File: src/design/esc_pkg.sv
// Shared types, codes and floor-scan helpers for the elevator scan controller.
package esc_pkg;

	localparam int FLOORS = 4;
	localparam int FLR_W  = 3;
	localparam int MASK_W = FLOORS;
	localparam int DUTY_W = 7;
	localparam int TIME_W = 32;
	localparam int IVL_W  = 16;
	localparam int CFG_AW = 3;

	localparam logic [CFG_AW-1:0] CFG_DUTY_FULL  = 3'd0;
	localparam logic [CFG_AW-1:0] CFG_DUTY_SLOW  = 3'd1;
	localparam logic [CFG_AW-1:0] CFG_DUTY_STOP  = 3'd2;
	localparam logic [CFG_AW-1:0] CFG_RAMP_STEP  = 3'd3;
	localparam logic [CFG_AW-1:0] CFG_RAMP_IVL   = 3'd4;

	// Reported state codes.
	localparam logic [3:0] ST_IDLE     = 4'd0;
	localparam logic [3:0] ST_DISPATCH = 4'd1;
	localparam logic [3:0] ST_UP       = 4'd2;
	localparam logic [3:0] ST_DOWN     = 4'd3;
	localparam logic [3:0] ST_DECEL    = 4'd4;
	localparam logic [3:0] ST_OPEN     = 4'd5;
	localparam logic [3:0] ST_CLOSING  = 4'd6;
	localparam logic [3:0] ST_EMERG    = 4'd7;
	localparam logic [3:0] ST_INDEP    = 4'd8;

	localparam logic [2:0] PKT_IDLE    = 3'd0;
	localparam logic [2:0] PKT_UP      = 3'd1;
	localparam logic [2:0] PKT_DOWN    = 3'd2;
	localparam logic [2:0] PKT_OPEN    = 3'd3;
	localparam logic [2:0] PKT_CLOSING = 3'd4;
	localparam logic [2:0] PKT_EMERG   = 3'd5;

	typedef enum logic [3:0] {
		OP_RUN       = 4'd0,
		OP_CABIN     = 4'd1,
		OP_HALL      = 4'd2,
		OP_SENSOR    = 4'd3,
		OP_ESTOP     = 4'd4,
		OP_ECLEAR    = 4'd5,
		OP_DOOR_DONE = 4'd6,
		OP_INDEP_ON  = 4'd7,
		OP_INDEP_OFF = 4'd8,
		OP_NOP       = 4'd9
	} op_t;

	typedef enum logic [1:0] {
		DIR_IDLE = 2'd0,
		DIR_UP   = 2'd1,
		DIR_DN   = 2'd2
	} dir_t;

	typedef enum logic [8:0] {
		MODE_IDLE     = 9'b000000001,
		MODE_DISPATCH = 9'b000000010,
		MODE_UP       = 9'b000000100,
		MODE_DOWN     = 9'b000001000,
		MODE_DECEL    = 9'b000010000,
		MODE_OPEN     = 9'b000100000,
		MODE_CLOSING  = 9'b001000000,
		MODE_EMERG    = 9'b010000000,
		MODE_INDEP    = 9'b100000000
	} mode_t;

	// Classified event as it travels from the front end to the back end.
	typedef struct packed {
		op_t                op;
		logic               floor_ok;
		logic [FLR_W-1:0]   floor;
		logic [MASK_W-1:0]  mask;
		logic [TIME_W-1:0]  time_ms;
	} cmd_t;

	// Result snapshot, packed so that the last field lands in the lowest bits.
	typedef struct packed {
		logic [3:0]         pad;
		logic               start_door_timer;
		logic [DUTY_W-1:0]  motor_duty;
		logic               door_flag;
		logic [MASK_W-1:0]  pending_mask;
		logic [1:0]         travel_dir;
		logic [FLR_W-1:0]   goal_floor;
		logic [FLR_W-1:0]   car_floor;
		logic [2:0]         packet_state;
		logic [3:0]         fsm_state;
	} result_t;

	function automatic logic [MASK_W-1:0] fbit(input logic [FLR_W-1:0] f);
		logic [MASK_W-1:0] m;
		m = '0;
		for (int i = 0; i < FLOORS; i++) begin
			if (f == FLR_W'(i + 1)) m[i] = 1'b1;
		end
		return m;
	endfunction

	function automatic logic [FLR_W-1:0] lowest_floor(input logic [MASK_W-1:0] p);
		logic [FLR_W-1:0] r;
		r = '0;
		for (int i = FLOORS - 1; i >= 0; i--) begin
			if (p[i]) r = FLR_W'(i + 1);
		end
		return r;
	endfunction

	// Nearest requested floor above the car.
	function automatic logic [FLR_W-1:0] scan_up(input logic [FLR_W-1:0] at,
			input logic [MASK_W-1:0] p);
		logic [FLR_W-1:0] r;
		r = '0;
		for (int i = FLOORS - 1; i >= 0; i--) begin
			if (p[i] && (i + 1) > int'(at)) r = FLR_W'(i + 1);
		end
		return r;
	endfunction

	// Nearest requested floor below the car.
	function automatic logic [FLR_W-1:0] scan_down(input logic [FLR_W-1:0] at,
			input logic [MASK_W-1:0] p);
		logic [FLR_W-1:0] r;
		r = '0;
		for (int i = 0; i < FLOORS; i++) begin
			if (p[i] && (i + 1) < int'(at)) r = FLR_W'(i + 1);
		end
		return r;
	endfunction

	function automatic logic [FLR_W-1:0] pick_target(input logic [FLR_W-1:0] at,
			input dir_t dir, input logic [MASK_W-1:0] p);
		logic [FLR_W-1:0] u;
		logic [FLR_W-1:0] d;
		logic [FLR_W-1:0] r;
		u = scan_up(at, p);
		d = scan_down(at, p);
		if (dir == DIR_DN) begin
			r = (d != '0) ? d : ((u != '0) ? u : lowest_floor(p));
		end else begin
			r = (u != '0) ? u : ((d != '0) ? d : lowest_floor(p));
		end
		return r;
	endfunction

	// En-route pickup: a nearer request strictly between the car and the target.
	function automatic logic [FLR_W-1:0] reeval_up(input logic [FLR_W-1:0] at,
			input logic [FLR_W-1:0] tgt, input logic [MASK_W-1:0] p);
		logic [FLR_W-1:0] r;
		r = tgt;
		for (int i = FLOORS - 1; i >= 0; i--) begin
			if (p[i] && (i + 1) > int'(at) && (i + 1) < int'(tgt)) r = FLR_W'(i + 1);
		end
		return r;
	endfunction

	function automatic logic [FLR_W-1:0] reeval_down(input logic [FLR_W-1:0] at,
			input logic [FLR_W-1:0] tgt, input logic [MASK_W-1:0] p);
		logic [FLR_W-1:0] r;
		r = tgt;
		for (int i = 0; i < FLOORS; i++) begin
			if (p[i] && (i + 1) < int'(at) && (i + 1) > int'(tgt)) r = FLR_W'(i + 1);
		end
		return r;
	endfunction

	function automatic logic [3:0] mode_code(input mode_t m);
		logic [3:0] c;
		unique case (m)
			MODE_IDLE:     c = ST_IDLE;
			MODE_DISPATCH: c = ST_DISPATCH;
			MODE_UP:       c = ST_UP;
			MODE_DOWN:     c = ST_DOWN;
			MODE_DECEL:    c = ST_DECEL;
			MODE_OPEN:     c = ST_OPEN;
			MODE_CLOSING:  c = ST_CLOSING;
			MODE_EMERG:    c = ST_EMERG;
			MODE_INDEP:    c = ST_INDEP;
			default:       c = ST_IDLE;
		endcase
		return c;
	endfunction

	function automatic logic [2:0] packet_code(input mode_t m, input dir_t dir);
		logic [2:0] c;
		unique case (m)
			MODE_UP:       c = PKT_UP;
			MODE_DOWN:     c = PKT_DOWN;
			MODE_DECEL:    c = (dir == DIR_UP) ? PKT_UP : PKT_DOWN;
			MODE_OPEN:     c = PKT_OPEN;
			MODE_CLOSING:  c = PKT_CLOSING;
			MODE_EMERG:    c = PKT_EMERG;
			MODE_INDEP:    c = PKT_EMERG;
			default:       c = PKT_IDLE;
		endcase
		return c;
	endfunction

endpackage

File: src/design/esc_front.sv
// Front end: takes events from the input stream and classifies them for the queue.
module esc_front (
	input  logic                 s_axis_tvalid,
	output logic                 s_axis_tready,
	input  logic [39:0]          s_axis_tdata,  // floor[2:0], call_mask[6:3], time_ms[38:7], zero
	input  logic [3:0]           s_axis_tuser,  // action[3:0]
	input  logic                 queue_full,
	output logic                 push,
	output esc_pkg::cmd_t        cmd
);

	logic [esc_pkg::FLR_W-1:0] floor;

	assign floor         = s_axis_tdata[2:0];
	assign s_axis_tready = !queue_full;
	assign push          = s_axis_tvalid && !queue_full;

	always_comb begin
		cmd.floor    = floor;
		cmd.floor_ok = (esc_pkg::fbit(floor) != '0);
		cmd.mask     = s_axis_tdata[6:3];
		cmd.time_ms  = s_axis_tdata[38:7];
		// Codes beyond the defined actions collapse into a no-operation.
		unique case (s_axis_tuser)
			esc_pkg::OP_RUN:       cmd.op = esc_pkg::OP_RUN;
			esc_pkg::OP_CABIN:     cmd.op = esc_pkg::OP_CABIN;
			esc_pkg::OP_HALL:      cmd.op = esc_pkg::OP_HALL;
			esc_pkg::OP_SENSOR:    cmd.op = esc_pkg::OP_SENSOR;
			esc_pkg::OP_ESTOP:     cmd.op = esc_pkg::OP_ESTOP;
			esc_pkg::OP_ECLEAR:    cmd.op = esc_pkg::OP_ECLEAR;
			esc_pkg::OP_DOOR_DONE: cmd.op = esc_pkg::OP_DOOR_DONE;
			esc_pkg::OP_INDEP_ON:  cmd.op = esc_pkg::OP_INDEP_ON;
			esc_pkg::OP_INDEP_OFF: cmd.op = esc_pkg::OP_INDEP_OFF;
			default:               cmd.op = esc_pkg::OP_NOP;
		endcase
	end

endmodule

File: src/design/esc_queue.sv
// Short command queue between the front end and the back end.
module esc_queue #(
	parameter int DEPTH = 2
) (
	input  logic           clk,
	input  logic           arst_n,
	input  logic           push,
	input  esc_pkg::cmd_t  push_cmd,
	output logic           full,
	input  logic           pop,
	output logic           valid,
	output esc_pkg::cmd_t  head
);

	localparam int PTR_W = (DEPTH > 1) ? $clog2(DEPTH) : 1;
	localparam int CNT_W = $clog2(DEPTH + 1);

	esc_pkg::cmd_t    mem_q [DEPTH];
	logic [PTR_W-1:0] wr_ptr_q;
	logic [PTR_W-1:0] rd_ptr_q;
	logic [CNT_W-1:0] count_q;

	assign full  = (count_q == CNT_W'(DEPTH));
	assign valid = (count_q != '0);
	assign head  = mem_q[rd_ptr_q];

	always_ff @(posedge clk) begin
		if (push) begin
			mem_q[wr_ptr_q] <= push_cmd;
		end
	end

	always_ff @(posedge clk or negedge arst_n) begin
		if (!arst_n) begin
			wr_ptr_q <= '0;
			rd_ptr_q <= '0;
			count_q  <= '0;
		end else begin
			if (push) begin
				wr_ptr_q <= (wr_ptr_q == PTR_W'(DEPTH - 1)) ? '0 : wr_ptr_q + 1'b1;
			end
			if (pop) begin
				rd_ptr_q <= (rd_ptr_q == PTR_W'(DEPTH - 1)) ? '0 : rd_ptr_q + 1'b1;
			end
			if (push && !pop) begin
				count_q <= count_q + 1'b1;
			end else if (pop && !push) begin
				count_q <= count_q - 1'b1;
			end
		end
	end

endmodule

File: src/design/esc_back.sv
// Back end: controller state, duty ramp, SCAN dispatch and the result register.
module esc_back (
	input  logic                 clk,
	input  logic                 arst_n,
	input  logic                 cfg_we,
	input  logic [2:0]           cfg_addr,
	input  logic [15:0]          cfg_wdata,
	input  logic                 cmd_valid,
	input  esc_pkg::cmd_t        cmd,
	output logic                 pop,
	output logic                 m_axis_tvalid,
	input  logic                 m_axis_tready,
	output logic [31:0]          m_axis_tdata
);

	localparam int FW = esc_pkg::FLR_W;
	localparam int MW = esc_pkg::MASK_W;
	localparam int DW = esc_pkg::DUTY_W;
	localparam int TW = esc_pkg::TIME_W;

	// Configuration registers.
	logic [DW-1:0]             duty_full_q, duty_slow_q, duty_stop_q, ramp_step_q;
	logic [esc_pkg::IVL_W-1:0] ramp_ivl_q;

	// Controller state.
	esc_pkg::mode_t mode_q;
	esc_pkg::dir_t  dir_q;
	logic [FW-1:0]  at_q, tgt_q, sfloor_q;
	logic [MW-1:0]  cab_q, hall_q;
	logic           emg_q, door_q, trun_q, spend_q;
	logic [DW-1:0]  dnow_q, dgoal_q;
	logic [TW-1:0]  lrt_q;

	logic             out_valid_q;
	esc_pkg::result_t res_q;

	// Next-state values.
	esc_pkg::mode_t mode_d;
	esc_pkg::dir_t  dir_d;
	logic [FW-1:0]  at_d, tgt_d, sfloor_d;
	logic [MW-1:0]  cab_d, hall_d;
	logic           emg_d, door_d, trun_d, spend_d, pulse_d;
	logic [DW-1:0]  dnow_d, dgoal_d;
	logic [TW-1:0]  lrt_d;
	esc_pkg::result_t res_d;

	assign pop           = cmd_valid && (!out_valid_q || m_axis_tready);
	assign m_axis_tvalid = out_valid_q;
	assign m_axis_tdata  = res_q;

	always_comb begin
		logic [MW-1:0] p;
		logic [FW-1:0] t;
		logic [DW-1:0] rem;
		logic          do_open;
		logic          up;

		mode_d   = mode_q;
		dir_d    = dir_q;
		at_d     = at_q;
		tgt_d    = tgt_q;
		sfloor_d = sfloor_q;
		cab_d    = cab_q;
		hall_d   = hall_q;
		emg_d    = emg_q;
		door_d   = door_q;
		trun_d   = trun_q;
		spend_d  = spend_q;
		dnow_d   = dnow_q;
		dgoal_d  = dgoal_q;
		lrt_d    = lrt_q;
		pulse_d  = 1'b0;
		do_open  = 1'b0;
		up       = (mode_q == esc_pkg::MODE_UP);
		p        = cab_q | hall_q;
		t        = '0;
		rem      = '0;

		unique case (cmd.op)
			esc_pkg::OP_RUN: begin
				// Ramp first, using the duty goal left by the previous step.
				if (dnow_q != dgoal_q &&
						(cmd.time_ms - lrt_q) >= TW'(ramp_ivl_q)) begin
					lrt_d = cmd.time_ms;
					if (dnow_q < dgoal_q) begin
						rem    = dgoal_q - dnow_q;
						dnow_d = (rem <= ramp_step_q) ? dgoal_q : dnow_q + ramp_step_q;
					end else begin
						rem    = dnow_q - dgoal_q;
						dnow_d = (rem <= ramp_step_q) ? dgoal_q : dnow_q - ramp_step_q;
					end
				end
				if (emg_q) begin
					mode_d  = esc_pkg::MODE_EMERG;
					dgoal_d = duty_stop_q;
					dnow_d  = duty_stop_q;
				end else begin
					unique case (mode_q)
						esc_pkg::MODE_IDLE: begin
							dgoal_d = duty_stop_q;
							dir_d   = esc_pkg::DIR_IDLE;
							tgt_d   = '0;
							if ((p & esc_pkg::fbit(at_q)) != '0) begin
								do_open = 1'b1;
							end else if (p != '0) begin
								mode_d = esc_pkg::MODE_DISPATCH;
							end
						end
						esc_pkg::MODE_DISPATCH: begin
							t = esc_pkg::pick_target(at_q, dir_q, p);
							if (p == '0) begin
								mode_d = esc_pkg::MODE_IDLE;
							end else begin
								tgt_d = t;
								if (t > at_q) begin
									dir_d  = esc_pkg::DIR_UP;
									mode_d = esc_pkg::MODE_UP;
								end else if (t < at_q) begin
									dir_d  = esc_pkg::DIR_DN;
									mode_d = esc_pkg::MODE_DOWN;
								end else begin
									do_open = 1'b1;
								end
								dgoal_d = duty_full_q;
							end
						end
						esc_pkg::MODE_UP, esc_pkg::MODE_DOWN: begin
							dgoal_d = duty_full_q;
							// A sensor report counts only as a one-floor move
							// that agrees with the direction of travel.
							if (spend_q) begin
								spend_d = 1'b0;
								if ({1'b0, sfloor_q} == {1'b0, at_q} + 1'b1) begin
									if (dir_q != esc_pkg::DIR_DN) at_d = sfloor_q;
								end else if ({1'b0, sfloor_q} + 1'b1 == {1'b0, at_q}) begin
									if (dir_q != esc_pkg::DIR_UP) at_d = sfloor_q;
								end
							end
							if (dir_q == esc_pkg::DIR_UP) begin
								tgt_d = esc_pkg::reeval_up(at_d, tgt_q, p);
							end else if (dir_q == esc_pkg::DIR_DN) begin
								tgt_d = esc_pkg::reeval_down(at_d, tgt_q, p);
							end
							if (at_d == tgt_d || (p & esc_pkg::fbit(at_d)) != '0 ||
									(up ? (at_d >= FW'(esc_pkg::FLOORS)) : (at_d <= FW'(1)))) begin
								mode_d  = esc_pkg::MODE_DECEL;
								dgoal_d = duty_slow_q;
							end
						end
						esc_pkg::MODE_DECEL: begin
							dgoal_d = duty_slow_q;
							if (dnow_d <= duty_slow_q) do_open = 1'b1;
						end
						esc_pkg::MODE_OPEN: begin
							dgoal_d = duty_stop_q;
							if (!trun_q) mode_d = esc_pkg::MODE_CLOSING;
						end
						esc_pkg::MODE_CLOSING: begin
							door_d  = 1'b0;
							dgoal_d = duty_stop_q;
							if (p != '0) begin
								mode_d = esc_pkg::MODE_DISPATCH;
							end else begin
								mode_d = esc_pkg::MODE_IDLE;
								dir_d  = esc_pkg::DIR_IDLE;
								tgt_d  = '0;
							end
						end
						esc_pkg::MODE_EMERG: begin
							dgoal_d = duty_stop_q;
							dnow_d  = duty_stop_q;
						end
						esc_pkg::MODE_INDEP: begin
							if (cab_q != '0) mode_d = esc_pkg::MODE_IDLE;
						end
						default: begin
							mode_d = esc_pkg::MODE_IDLE;
						end
					endcase
					if (do_open) begin
						cab_d  = cab_q & ~esc_pkg::fbit(at_q);
						hall_d = hall_q & ~esc_pkg::fbit(at_q);
						door_d = 1'b1;
						mode_d = esc_pkg::MODE_OPEN;
						if (!trun_q) begin
							trun_d  = 1'b1;
							pulse_d = 1'b1;
						end
					end
				end
			end
			esc_pkg::OP_CABIN: begin
				cab_d = cab_q | esc_pkg::fbit(cmd.floor);
			end
			esc_pkg::OP_HALL: begin
				hall_d = hall_q | cmd.mask;
			end
			esc_pkg::OP_SENSOR: begin
				if (cmd.floor_ok) begin
					sfloor_d = cmd.floor;
					spend_d  = 1'b1;
				end
			end
			esc_pkg::OP_ESTOP: begin
				emg_d   = 1'b1;
				mode_d  = esc_pkg::MODE_EMERG;
				dgoal_d = duty_stop_q;
				dnow_d  = duty_stop_q;
			end
			esc_pkg::OP_ECLEAR: begin
				emg_d  = 1'b0;
				mode_d = esc_pkg::MODE_IDLE;
				dir_d  = esc_pkg::DIR_IDLE;
				tgt_d  = '0;
			end
			esc_pkg::OP_DOOR_DONE: begin
				trun_d = 1'b0;
			end
			esc_pkg::OP_INDEP_ON: begin
				hall_d  = '0;
				tgt_d   = '0;
				dgoal_d = duty_stop_q;
				dnow_d  = duty_stop_q;
				mode_d  = esc_pkg::MODE_INDEP;
				dir_d   = esc_pkg::DIR_IDLE;
				door_d  = 1'b0;
			end
			esc_pkg::OP_INDEP_OFF: begin
				if (mode_q == esc_pkg::MODE_INDEP) begin
					mode_d = esc_pkg::MODE_IDLE;
					dir_d  = esc_pkg::DIR_IDLE;
					tgt_d  = '0;
				end
			end
			default: begin
			end
		endcase

		res_d.pad              = '0;
		res_d.fsm_state        = esc_pkg::mode_code(mode_d);
		res_d.packet_state     = esc_pkg::packet_code(mode_d, dir_d);
		res_d.car_floor        = at_d;
		res_d.goal_floor       = tgt_d;
		res_d.travel_dir       = dir_d;
		res_d.pending_mask     = (mode_d == esc_pkg::MODE_INDEP) ? cab_d : (cab_d | hall_d);
		res_d.door_flag        = door_d;
		res_d.motor_duty       = dnow_d;
		res_d.start_door_timer = pulse_d;
	end

	always_ff @(posedge clk or negedge arst_n) begin
		if (!arst_n) begin
			duty_full_q <= DW'(100);
			duty_slow_q <= DW'(30);
			duty_stop_q <= '0;
			ramp_step_q <= DW'(10);
			ramp_ivl_q  <= esc_pkg::IVL_W'(50);
		end else if (cfg_we) begin
			unique case (cfg_addr)
				esc_pkg::CFG_DUTY_FULL: duty_full_q <= cfg_wdata[DW-1:0];
				esc_pkg::CFG_DUTY_SLOW: duty_slow_q <= cfg_wdata[DW-1:0];
				esc_pkg::CFG_DUTY_STOP: duty_stop_q <= cfg_wdata[DW-1:0];
				esc_pkg::CFG_RAMP_STEP: ramp_step_q <= cfg_wdata[DW-1:0];
				esc_pkg::CFG_RAMP_IVL:  ramp_ivl_q  <= cfg_wdata;
				default: begin
				end
			endcase
		end
	end

	always_ff @(posedge clk or negedge arst_n) begin
		if (!arst_n) begin
			mode_q   <= esc_pkg::MODE_IDLE;
			dir_q    <= esc_pkg::DIR_IDLE;
			at_q     <= FW'(1);
			tgt_q    <= '0;
			sfloor_q <= '0;
			cab_q    <= '0;
			hall_q   <= '0;
			emg_q    <= 1'b0;
			door_q   <= 1'b0;
			trun_q   <= 1'b0;
			spend_q  <= 1'b0;
			dnow_q   <= '0;
			dgoal_q  <= '0;
			lrt_q    <= '0;
		end else if (pop) begin
			mode_q   <= mode_d;
			dir_q    <= dir_d;
			at_q     <= at_d;
			tgt_q    <= tgt_d;
			sfloor_q <= sfloor_d;
			cab_q    <= cab_d;
			hall_q   <= hall_d;
			emg_q    <= emg_d;
			door_q   <= door_d;
			trun_q   <= trun_d;
			spend_q  <= spend_d;
			dnow_q   <= dnow_d;
			dgoal_q  <= dgoal_d;
			lrt_q    <= lrt_d;
		end
	end

	always_ff @(posedge clk or negedge arst_n) begin
		if (!arst_n) begin
			out_valid_q <= 1'b0;
		end else if (pop) begin
			out_valid_q <= 1'b1;
		end else if (m_axis_tready) begin
			out_valid_q <= 1'b0;
		end
	end

	always_ff @(posedge clk) begin
		if (pop) begin
			res_q <= res_d;
		end
	end

	a_mode_onehot: assert property (@(posedge clk) disable iff (!arst_n)
		$onehot(mode_q))
		else $error("controller mode register is not one-hot");

	a_floor_range: assert property (@(posedge clk) disable iff (!arst_n)
		(at_q >= FW'(1) && at_q <= FW'(esc_pkg::FLOORS)))
		else $error("car floor left the valid range");

	a_pulse_doors: assert property (@(posedge clk) disable iff (!arst_n)
		out_valid_q && res_q.start_door_timer |->
			res_q.door_flag && res_q.fsm_state == esc_pkg::ST_OPEN)
		else $error("door timer started without doors open");

	a_emerg_hold: assert property (@(posedge clk) disable iff (!arst_n)
		pop && cmd.op == esc_pkg::OP_RUN && emg_q |=>
			mode_q == esc_pkg::MODE_EMERG && dnow_q == duty_stop_q)
		else $error("run step under emergency did not hold the car");

endmodule

File: src/design/elevator_scan_controller.sv
// Elevator scan controller top level: one event in, one status snapshot out per event.
// The front end accepts one event per cycle into a QUEUE_DEPTH-entry queue and the back end
// retires one event per cycle through a combinational state update into an output register,
// so the sustained rate is one event per clock while the output is ready. A result is
// registered when the back end takes its event from the queue and is held until it transfers;
// while the output stalls the queue fills and then holds the input off.
// Configuration writes apply to every event that the back end retires after the write.
module elevator_scan_controller #(
	parameter int QUEUE_DEPTH = 2
) (
	input  logic        clk,
	input  logic        arst_n,
	input  logic        cfg_we,
	input  logic [2:0]  cfg_addr,
	input  logic [15:0] cfg_wdata,
	input  logic        s_axis_tvalid,
	output logic        s_axis_tready,
	input  logic [39:0] s_axis_tdata,  // floor[2:0], call_mask[6:3], time_ms[38:7], zero[39]
	input  logic [3:0]  s_axis_tuser,  // action[3:0]
	output logic        m_axis_tvalid,
	input  logic        m_axis_tready,
	// fsm_state[3:0], packet_state[6:4], car_floor[9:7], goal_floor[12:10],
	// travel_dir[14:13], pending_mask[18:15], door flag[19], motor_duty[26:20],
	// start_door_timer[27], zero[31:28]
	output logic [31:0] m_axis_tdata
);

	logic          push, full, pop, q_valid;
	esc_pkg::cmd_t push_cmd, head_cmd;

	esc_front u_front (
		.s_axis_tvalid (s_axis_tvalid),
		.s_axis_tready (s_axis_tready),
		.s_axis_tdata  (s_axis_tdata),
		.s_axis_tuser  (s_axis_tuser),
		.queue_full    (full),
		.push          (push),
		.cmd           (push_cmd)
	);

	esc_queue #(
		.DEPTH (QUEUE_DEPTH)
	) u_queue (
		.clk      (clk),
		.arst_n   (arst_n),
		.push     (push),
		.push_cmd (push_cmd),
		.full     (full),
		.pop      (pop),
		.valid    (q_valid),
		.head     (head_cmd)
	);

	esc_back u_back (
		.clk           (clk),
		.arst_n        (arst_n),
		.cfg_we        (cfg_we),
		.cfg_addr      (cfg_addr),
		.cfg_wdata     (cfg_wdata),
		.cmd_valid     (q_valid),
		.cmd           (head_cmd),
		.pop           (pop),
		.m_axis_tvalid (m_axis_tvalid),
		.m_axis_tready (m_axis_tready),
		.m_axis_tdata  (m_axis_tdata)
	);

endmodule

File: config.mk
export PLATFORM = sky130hd
export DESIGN_NAME = elevator_scan_controller
export DESIGN_NICKNAME = d
export VERILOG_FILES = /design/src/design/esc_pkg.sv /design/src/design/esc_front.sv /design/src/design/esc_queue.sv /design/src/design/esc_back.sv /design/src/design/elevator_scan_controller.sv
export SDC_FILE = /design/constraint.sdc
export NUM_CORES = 1
export LEC_CHECK = 0
export ABC_AREA = 1
export BUFFER_PORTS_ARGS = -buffer_cell sky130_fd_sc_hd__buf_2
export CORE_ASPECT_RATIO = 1.5
export CORE_MARGIN = 5
export CORE_UTILIZATION = 45
export CTS_CLUSTER_DIAMETER = 60
export CTS_CLUSTER_SIZE = 24
export DETAILED_ROUTE_END_ITERATION = 8
export PLACE_DENSITY = 0.64
export SETUP_SLACK_MARGIN = 0.15
export SYNTH_ARGS = -nofsm -noshare
export SYNTH_HDL_FRONTEND = slang
export SYNTH_SLANG_ARGS = --single-unit
File: constraint.sdc
create_clock -name clk -period 18.1 [get_ports clk]
set_input_delay 0.905 -clock clk [delete_from_list [all_inputs] [get_ports clk]]
set_output_delay 0.905 -clock clk [all_outputs]
set_load 0.005 [all_outputs]
==> key figures, run 1 <==
Power
  – Lkg Pwr: slightly above 8 nW
  – Cell area power density: 208 mW/mm^2
  – Max IR drop VDD: 0.000112 V

Synth
  – Post-synthesis register bit count: 243
  – Largest area contributor in the netlist: edfxtp_1
  – Unique masters post-synth: between 70 and 80
  – EDFF count, synth: 116
  – Prevailing post-synth register cell: edfxtp_1
  – YS warnings: 0
  – Avg Cell Area, Syn: 8.12 um^2
  – Largest cells by area after synthesis: edfxtp_1, dfrtp_1, nand2_1, ha_1, inv_1
  – Share of the synthesized area in the top cell type: 22.3%
  – Synthesized instance count: 1929
  – Synthesized area: 0.0157 mm^2
  – Asr flop ratio synth: 52.3%
  – Post-synthesis sequential area ratio: around 43%

STA
  – Slew HR: between 30% and 40%
  – Fin worst setup slack: about 9900 ps
  – Setup TNS: 0 ps
  – Setup Skew: between 15 and 20 ps
  – Max-slew violation count: 0
  – Final Hold Viols: 0
  – Fmax: about 120 MHz
  – Worst slew pin tran: about 1000 ps
  – WHS: 351 ps
  – Final min period: 8220 ps
  – Final worst path period share: 45.4%
  – Final setup fails: 0
  – RSZ-0062 raised after global routing: false

Status
  – Status: complete, no violations

Setup path
  – Slowest stage delay, CP: roughly 600 ps
  – Critical Setup Path Class: flop to flop
  – Cell repeated most along the worst path: nand2_1
  – Worst endpoint data arrival time: around 8500 ps
  – Critical path launch point type: flop
  – WP data required: 18360 ps
  – Slowest CP cell: a221oi_1
  – Worst-path fanout max: 46
  – Worst setup EP type: flop

Die
  – Core Footprint: 0.0343 mm^2
  – Chip width: between 150 and 200 um
  – Row cnt: 83
  – Initial Utilization: a little under half
  – IO Count: ~100
  – DIE HEIGHT: 238 um
  – Die area: slightly below 0.04 mm^2

Layout
  – Commonest non-fill, non-tap cells in the layout: nand2_1, inv_1, nor2_1, o21ai_0, edfxtp_1
  – Footprint of the multi-input gates: 0.00781 mm^2
  – Final std cells w/o fill: 2440
  – Diode count: 0
  – Fillers: 3364
  – Leading cell type in the layout, fill and taps excluded: nand2_1
  – Fraction of layout cells with a size suffix above 1: 12.0%
  – Nets: 2178
  – Seq. cell area: 0.00668 mm^2
  – Area added between synthesis and finish: 9.25%

Place
  – Pre-CTS setup slack: between 9000 and 10000 ps
  – Buffers on Ports: 96
  – Cell total after placement: approximately 2.4k
  – Post-DP HPWL: 30.0 mm
  – GPL Wtd Cong: 0.920

Clock tree
  – CTS tree: yes
  – Clk pin slew, worst setup/hold paths: ~80 ps
  – Hold-fix buffers, CTS: 0
  – Max H-tree Level: 1
  – Max clock buf depth: 3
  – Post-CTS Resized: 0
  – Clock buffer count from CTS: 18
  – Clk sinks: 243
  – Worst-skew pair later-pin latency: 530 ps
  – Clk root buf: clkbuf_16
  – Setup Buffers After CTS: 0

Global route
  – Largest net degree at the start of global routing: 76
  – Initial antenna violation count: 0
  – First-pass GRT wire length: 64.1 mm
  – Total congestion overflow: 0
  – GRT Overall Usage: 20.2%
  – Vias in the first global route: 12.8k

Route
  – Post-Route WL: 39.0 mm
  – # DRC: 0
  – DRT iter0 DRCs: approximately 720
  – Drt wl/cell: 16.0 um
  – DRT antenna net count: 0
  – Routed via count: around 13k
  – Pre-Repair DR Iteration Count: 5
  – Via/cell ratio: 5.30

Hold path
  – Hold crit path type: input pin to async pin

Flow run
  – Max Cap Viol: 0
power by group:
part	total (mW)	internal [mW]	switching, mW
combinational	2.24	0.792	1.45
sequential	0.895	0.787	0.108
clock	0.420	0.203	0.216
worst max-delay path: cells and delay by family, from the launching register on:
kind | cells | cell delay, ps
DFF | 1 | 370
xor gates and xnor gates | 1 | 250
adders and majority gates | 3 | 1080
AOI/OAI and AO/OA | 9 | 2330
and+or+nand+nor | 18 | 2630
buffers and inverters | 6 | 1240
path summary, 6_finish.rpt:
path	to	slack (ps)	from	cells past startpoint
min	u_back.lrt_q[28]	350	arst_n	1
max reg2reg	u_back.m_axis_tdata[15]	9880	u_queue.rd_ptr_q	37
max	u_back.m_axis_tdata[15]	9880	u_queue.rd_ptr_q	37
min in group clk	u_queue.count_q[0]	490	u_queue.count_q[0]	1
max in group asynchronous	u_back.lrt_q[9]	16390	arst_n	2
min reg2reg	u_queue.count_q[0]	490	u_queue.count_q[0]	1
synth_stat cells (19+ instances only):
library cell and count:
nand2_1 474, inv_1 224, nor2_1 155, o21ai_0 135, edfxtp_1 116, a21oi_1 114
dfrtp_1 113, ha_1 102, nand3_1 86, o21ai_1 38, xor2_1 35, clkbuf_1 29
nor3_1 28, inv_2 20, xnor2_1 20, nand4_1 19
layout make-up:
cell class	count	share of cell area (%)
Multi-Input combinational cell	1389	45.7
Clock buffer	20	2.80
Tap cell	425	3.11
Sequential cell	243	39.1
Clock inverter	12	0.746
Timing Repair Buffer	101	3.07
Inverter	250	5.55
cells by family (layout without fill, tap and decap cells):
kind of cell	Yosys count	in the layout	share of synthesized area, %
AND/OR/NAND/NOR	836	836	23.4
AO/OA/AOI/OAI	385	385	14.2
buffers and inverters	300	383	7.68
flip-flops	243	243	42.7
adder cells (fa/ha/maj)	107	107	8.79
XOR/XNOR	55	55	3.08
multiplexers	2	2	0.128
other	1	4	0.0240
metal layers:
layer,vias up,track usage (%),wire length [um]
li1,6566,-,-
met1,6025,23.6,15600
met2,254,38.0,20700
met3,77,2.11,1430
met4,0,7.16,1280
met5,-,0,0
through the flow:
step           area (um^2)  power, mW  utilization [%]
6_report             17100       3.56             49.9
3_5_place_dp         16500       3.15             48.1
5_1_grt              17100       3.92             49.9
3_3_place_gp         16500       3.10             48.1
4_1_cts              17100       3.59             49.9
2_1_floorplan        15700       2.58                -
state kept, by name, summed over array words and instances, names as in the netlist, 4 cells and up:
signal / cells
u_back.dgoal_q: 7
u_back.dnow_q: 7
u_back.duty_slow_q: 7
u_back.duty_full_q: 7
u_back.m_axis_tdata: 28
u_back.ramp_step_q: 7
u_back.lrt_q: 32
u_queue.mem_q: 88
u_back.cab_q: 4
u_back.ramp_ivl_q: 16
u_back.mode_q: 9
u_back.duty_stop_q: 7
u_back.hall_q: 4
Note: power is estimated with default switching activity, not from simulation.
==> run 2: changes to the inputs <==
--- a/config.mk
+++ b/config.mk
@@ -5,7 +5,7 @@
 export SDC_FILE = /design/constraint.sdc
 export NUM_CORES = 1
 export LEC_CHECK = 0
-export ABC_AREA = 1
+export ABC_AREA = 0
 export BUFFER_PORTS_ARGS = -buffer_cell sky130_fd_sc_hd__buf_2
 export CORE_ASPECT_RATIO = 1.5
 export CORE_MARGIN = 5
@@ -13,7 +13,7 @@
 export CTS_CLUSTER_DIAMETER = 60
 export CTS_CLUSTER_SIZE = 24
 export DETAILED_ROUTE_END_ITERATION = 8
-export PLACE_DENSITY = 0.64
+export PLACE_DENSITY = 0.67
 export SETUP_SLACK_MARGIN = 0.15
 export SYNTH_ARGS = -nofsm -noshare
 export SYNTH_HDL_FRONTEND = slang
==> constraint.sdc (replaced) <==
create_clock -name clk -period 7.05 [get_ports clk]
set_input_delay 0.3525 -clock clk [delete_from_list [all_inputs] [get_ports clk]]
set_output_delay 0.3525 -clock clk [all_outputs]
set_load 0.005 [all_outputs]
==> key figures, run 2 <==
Die
  – Core Footprint: 0.0342 mm^2 (-0.30%)
  – DIE HEIGHT: 237 um (-0.41%)
  – Row cnt: 83 (unchanged)
  – Initial Utilization: 45.4% (-0.25 points)
  – IO Count: 102 (unchanged)
  – Chip width: 162 um (-0.40%)
  – Die area: 0.0384 mm^2 (-0.80%)

Synth
  – Post-synthesis register bit count: 243 (unchanged)
  – Top cells by count, synth: nand2_1, o21ai_0, inv_1
  – Post-synthesis sequential area ratio: 43.0% (+0.36 points)
  – Asr flop ratio synth: 52.3% (unchanged)
  – Synthesized area: 0.0155 mm^2 (-0.85%)
  – Largest cells by area after synthesis: edfxtp_1, dfrtp_1, ha_1, mux2_2, o21ai_0
  – Unique masters post-synth: 92 (+30%)
  – Synthesized instance count: 1583 (-18%)
  – Avg Cell Area, Syn: 9.81 um^2 (+21%)
  – YS warnings: 0 (unchanged)
  – Share of the synthesized area in the top cell type: 22.4% (+0.19 points)
  – EDFF count, synth: 116 (unchanged)
  – Largest area contributor in the netlist: edfxtp_1
  – Prevailing post-synth register cell: edfxtp_1
  – Most frequent cell after synthesis: nand2_1

Setup path
  – WP data required: 7400 ps (-10960 ps)
  – Critical Setup Path Class: flop to flop
  – Critical path launch point type: flop
  – Slowest stage delay, CP: 490 ps (-110 ps)
  – Worst reg-to-reg path cell count: 42 (+14%)
  – Worst setup EP type: flop
  – Worst endpoint data arrival time: 8080 ps (-390 ps)
  – Worst-path fanout max: 6 (-87%)
  – Slowest CP cell: dfrtp_2

Clock tree
  – Clk pin slew, worst setup/hold paths: 90 ps (about the same)
  – Max H-tree Level: 1 (unchanged)
  – Worst-skew pair later-pin latency: 550 ps (+20 ps)
  – Max clock buf depth: 3 (unchanged)
  – Clk root buf: clkbuf_16
  – Clk sinks: 243 (unchanged)
  – Clock buffer count from CTS: 21 (+3)
  – CTS tree: yes

STA
  – RSZ-0062 raised after global routing: true
  – Setup Skew: 28.3 ps (+9.23 ps)
  – Final setup fails: 23 (+23)
  – Final worst path period share: 110% (+64 points)
  – Worst slew pin tran: 1120 ps (+111 ps)
  – Slew HR: 24.8% (-7.9 points)
  – Max-slew violation count: 0 (unchanged)
  – Setup TNS: -8610 ps (-8610 ps)
  – Final min period: 7730 ps (-488 ps)
  – Final Hold Viols: 0 (unchanged)
  – Fin worst setup slack: -679 ps (-10560 ps)
  – Fmax: 129 MHz (+6.3%)

Hold path
  – Hold Path Depth: 3
  – Hold crit path type: input pin to flop

Layout
  – Commonest non-fill, non-tap cells in the layout: nand2_1, buf_4, inv_1, edfxtp_1, dfrtp_1
  – Seq. cell area: 0.00668 mm^2 (about the same)
  – Fillers: 3005 (-11%)
  – Footprint of the multi-input gates: 0.00863 mm^2 (+10%)
  – Area added between synthesis and finish: 22.6%
  – Top reg by flops: u_queue.mem_q
  – Leading cell type in the layout, fill and taps excluded: nand2_1
  – Max reg flops: 88 (unchanged)
  – Fraction of layout cells with a size suffix above 1: 26.1% (+14 points)
  – Nets: 2002 (-8.1%)

Route
  – Drt wl/cell: 18.6 um (+16%)
  – Routed via count: 12.9k (+0.12%)
  – Via/cell ratio: 5.70 (+7.7%)
  – Post-Route WL: 42.3 mm (+8.2%)
  – DRT antenna net count: 0 (unchanged)
  – # DRC: 0 (unchanged)
  – DRT iter0 DRCs: 723 (+0.98%)
  – Pre-Repair DR Iteration Count: 6 (+1)

Status
  – Status: complete, but fails checks
  – Failing checks: setup timing

Power
  – Cell area power density: 554 mW/mm^2 (+170%)
  – Max IR drop VDD: 0.000349 V (+210%)
  – Lkg Pwr: 8.16 nW (+1.2%)
  – Overall Power: 10.5 mW (+200%)

Flow run
  – Max Cap Viol: 0 (unchanged)

Global route
  – Largest net degree at the start of global routing: 68 (-11%)
  – Initial antenna violation count: 3 (+3)
  – First-pass GRT wire length: 68.2 mm (+6.5%)
  – Vias in the first global route: 13.5k (+5.1%)
  – Total congestion overflow: 0 (unchanged)
  – GRT Overall Usage: 21.8% (+1.6 points)

Place
  – Post-DP HPWL: 31.9 mm (+6.3%)
  – GPL Wtd Cong: 0.943 (+2.5%)
  – Buffers on Ports: 96 (unchanged)
-- run 2: cell types whose count changed in the layout (fill, tap and decap cells not counted), moves of 16 or more --
cell / delta
o21ai_0: -25
nor2_1: -51
mux2i_1: +22
buf_4: +122
dlygate4sd3_1: +44
nand3_1: -64
mux2_2: +88
inv_2: -16
a21oi_1: -23
nand2_1: -338
a21o_1: +34
nand2b_1: +21
inv_1: -107
-- run 2: what timing repair did --
action | CTS | global route
setup endpoints to repair | 29 | 31
hold endpoints to repair | 146 | 0
pin swaps | 12 | 16
resized for setup | 49 | 37
hold buffers | 44 | 0
setup buffers | 13 | 11
-- run 2: final cells by class --
class	instances	area share (%)
clock inverter	15	1.08
antenna	1	0.0132
clock buffer	23	2.85
timing repair buffer	275	10.4
tap	425	2.80
inverter	123	2.44
multi-input combinational	1163	45.3
sequential	243	35.1
-- run 2: per-layer routing --
layer / track usage (%) / routed length [um] / vias up
li1: - / - / 6259
met1: 22.6 / 15000 / 6176
met2: 41.7 / 22600 / 360
met3: 2.65 / 1800 / 141
met4: 12.8 / 2880 / 2
met5: 0 / 20 / -
-- run 2: where the power goes --
group | total [mW] | internal [mW] | switching (mW)
Combinational | 6.96 | 3.20 | 3.76
Sequential | 2.34 | 2.00 | 0.332
Clock | 1.25 | 0.614 | 0.632
Total | 10.5 | 5.82 | 4.72
-- run 2: worst paths after layout --
path | startpoint | endpoint | slack (ps)
worst min-delay path | cfg_wdata[12] | u_back.ramp_ivl_q[12] | 30
worst max-delay path | u_queue.rd_ptr_q | u_back.m_axis_tdata[0] | -680
max in group asynchronous | arst_n | u_back.ramp_step_q[0] | 5330
worst max register to register | u_queue.rd_ptr_q | u_back.m_axis_tdata[0] | -680
worst min register to register | u_back.door_q | u_back.door_q | 510
min in group asynchronous | arst_n | u_back.at_q[2] | 360
-- run 2: stage by stage --
stage | setup WS, ps | utilization, % | hold slack [ps] | instance area (um^2) | cells
floorplan | -781 | - | 56.9 | 15700 | 1586
global placement | -698 | 50.6 | 395 | 17300 | 2161
detailed placement | -877 | 50.6 | 400 | 17300 | 2161
CTS | -738 | 55.0 | 2.50 | 18800 | 2256
global route | -1130 | 55.7 | 10.1 | 19000 | 2267
finish | -679 | 55.7 | 26.8 | 19000 | 2268
-- run 2: cell families after synthesis --
kind of cell	synth area share [%]
AO/OA/AOI/OAI	18.6
XOR/XNOR	2.76
adder cells (fa/ha/maj)	8.87
buffers and inverters	4.55
flip-flops	43.0
multiplexers	8.83
other	0.0242
AND/OR/NAND/NOR	13.4
-- run 2: critical path: cells and delay by family (launching register included) --
kind,cells,cell delay (ps)
xor gates and xnor gates,1,130
muxes,2,670
DFF,1,490
AOI/OAI and AO/OA,18,2490
buffers and inverters,3,350
adders and majority gates,3,710
and+or+nand+nor,15,2680
==> run 3: changes to the inputs <==
--- a/config.mk
+++ b/config.mk
@@ -14,7 +14,9 @@
 export CTS_CLUSTER_SIZE = 24
 export DETAILED_ROUTE_END_ITERATION = 8
 export PLACE_DENSITY = 0.67
+export RECOVER_POWER = 100
 export SETUP_SLACK_MARGIN = 0.15
+export SKIP_LAST_GASP = 1
 export SYNTH_ARGS = -nofsm -noshare
 export SYNTH_HDL_FRONTEND = slang
 export SYNTH_SLANG_ARGS = --single-unit
==> key figures, run 3 (synthesized netlist as in run 2, its figures left out) <==
Status
  – Status: complete, but fails checks
  – Failing checks: capacitance limit, slew limit, setup timing

Global route
  – Total congestion overflow: 0 (unchanged)
  – Largest net degree at the start of global routing: 68 (unchanged)
  – Initial antenna violation count: 3 (unchanged)
  – Vias in the first global route: 13.5k (-0.022%)
  – First-pass GRT wire length: 68.2 mm (about the same)
  – GRT Overall Usage: 21.8% (about the same)

Setup path
  – Worst endpoint data arrival time: 8080 ps (about the same)
  – Critical Setup Path Class: flop to flop
  – Slowest stage delay, CP: 490 ps (about the same)
  – Slowest CP cell: dfrtp_2
  – Critical path launch point type: flop
  – Worst setup EP type: flop
  – Bufs and invs on worst path: 3 (unchanged)
  – Cell family with most CP delay: simple AND/OR/NAND/NOR gates
  – Worst-path fanout max: 6 (unchanged)
  – WP data required: 7400 ps (about the same)

Power
  – Lkg Pwr: 8.00 nW (-1.9%)
  – P_sw: 4.71 mW (-0.24%)
  – Combinational power share: 65.8% (-0.2 points)
  – Internal power: 5.80 mW (-0.30%)
  – Clk pwr share: 11.8% (about the same)
  – Switching Share: 44.8% (about the same)
  – Max IR drop VDD: 0.000347 V (-0.45%)
  – Cell area power density: 556 mW/mm^2 (+0.30%)
  – Sequential share of power: 22.3% (about the same)

STA
  – Setup Skew: 27.5 ps (-0.812 ps)
  – Max-slew violation count: 315 (+315)
  – Final setup fails: 25 (+8.7%)
  – Slew HR: -161% (-190 points)
  – Final Hold Viols: 0 (unchanged)
  – Fin worst setup slack: -682 ps (-3.01 ps)
  – WHS: 26.0 ps (-0.809 ps)
  – Worst slew pin tran: 3920 ps (+2800 ps)
  – Setup TNS: -9370 ps (-759 ps)
  – RSZ-0062 raised after global routing: true
  – Final worst path period share: 110% (about the same)
  – Final min period: 7730 ps (+3.01 ps)
  – Fmax: 129 MHz (about the same)

Layout
  – Final core occ: 55.4% (-0.32 points)
  – Fraction of layout cells with a size suffix above 1: 22.9% (-3.2 points)
  – Footprint of the multi-input gates: 0.00860 mm^2 (-0.30%)
  – Commonest non-fill, non-tap cells in the layout: nand2_1, buf_4, inv_1, edfxtp_1
  – Max reg flops: 88 (unchanged)
  – Fillers: 3042 (+1.2%)
  – Nets: 2002 (unchanged)
  – Area added between synthesis and finish: 21.9%
  – Seq. cell area: 0.00668 mm^2 (unchanged)
  – Final std cells w/o fill: 2268 (unchanged)
  – Leading cell type in the layout, fill and taps excluded: nand2_1
  – Top reg by flops: u_queue.mem_q

Die
  – Die area: 0.0384 mm^2 (unchanged)
  – IO Count: 102 (unchanged)
  – DIE HEIGHT: 237 um (unchanged)
  – Initial Utilization: 45.4% (unchanged)
  – Chip width: 162 um (unchanged)
  – Row cnt: 83 (unchanged)
  – Core Footprint: 0.0342 mm^2 (unchanged)

Route
  – DRT antenna net count: 0 (unchanged)
  – Pre-Repair DR Iteration Count: 7 (+1)
  – DRT iter0 DRCs: 724 (+0.14%)
  – Via/cell ratio: 5.72 (+0.32%)
  – Routed via count: 13.0k (+0.32%)
  – Drt wl/cell: 18.6 um (-0.11%)
  – Post-Route WL: 42.2 mm (-0.11%)
  – # DRC: 0 (unchanged)

Clock tree
  – Clk root buf: clkbuf_16
  – Max clock buf depth: 3 (unchanged)
  – Worst-skew pair later-pin latency: 550 ps (about the same)
  – Clk sinks: 243 (unchanged)
  – Max H-tree Level: 1 (unchanged)
  – Clk pin slew, worst setup/hold paths: 90 ps (about the same)
  – CTS tree: yes
  – Clock buffer count from CTS: 21 (unchanged)

Place
  – Post-DP HPWL: 31.9 mm (unchanged)
  – Pre-CTS setup slack: -877 ps (unchanged)
  – GPL Wtd Cong: 0.943 (unchanged)
  – Cell total after placement: 2161 (unchanged)
  – Buffers on Ports: 96 (unchanged)

Hold path
  – Hold crit path type: input pin to flop

Flow run
  – Max Cap Viol: 6 (+6)
run 3: power groups by stage:
stage / sequential, mW / clock, mW / combinational [mW]
finish: 2.35 / 1.24 / 6.92
global route: 2.40 / 1.33 / 7.69
CTS: 2.33 / 1.28 / 6.76
detailed placement: 2.35 / 0 / 6.42
global placement: 2.33 / 0 / 6.28
floorplan: 2.23 / 0 / 4.42
run 3: path summary, 6_finish.rpt:
| kind | startpoint | cells after the start | end | slack (ps) |
|---|---|---|---|---|
| max | u_queue.rd_ptr_q | 44 | u_back.m_axis_tdata[0] | -680 |
| min | cfg_wdata[12] | 3 | u_back.ramp_ivl_q[12] | 30 |
| max reg2reg | u_queue.rd_ptr_q | 44 | u_back.m_axis_tdata[0] | -680 |
| min reg2reg | u_back.m_axis_tvalid | 2 | u_back.m_axis_tvalid | 500 |
| max in group asynchronous | arst_n | 3 | u_back.ramp_step_q[0] | 2160 |
| min in group asynchronous | arst_n | 2 | u_back.at_q[2] | 1700 |
run 3: tightest hold or removal path, delay by kind of cell:
family / cells / cell delay, ps
and+or+nand+nor: 1 / 40
buffers and inverters: 1 / 80
AOI/OAI and AO/OA: 1 / 60
run 3: layout make-up:
type | count | area share [%]
timing repair buffer | 275 | 9.98
clock buffer | 23 | 2.87
tap | 425 | 2.81
multi-input combinational | 1163 | 45.5
clock inverter | 15 | 1.08
sequential | 243 | 35.3
antenna | 1 | 0.0132
inverter | 123 | 2.45
run 3: layer usage:
metal	part of all wire (%)	GRT usage (%)	wire length (um)	up-vias
li1	-	-	-	6267
met1	36	22.6	15100	6215
met4	7.0	12.9	2940	2
met2	53	41.7	22500	349
met5	0.047	0	20	-
met3	4.1	2.65	1720	146
run 3: repair_timing:
action                     in CTS  in global routing
resized for setup              44                 40
hold buffers                   44                  0
setup buffers                  13                 11
setup endpoints to repair      29                 31
hold endpoints to repair      146                  0
pin swaps                      12                 17
run 3: per-stage QoR:
step	total power [mW]	cell area (um^2)
floorplan	6.65	15700
global placement	8.61	17300
detailed placement	8.77	17300
CTS	10.4	18800
global route	11.4	18900
finish	10.5	18900
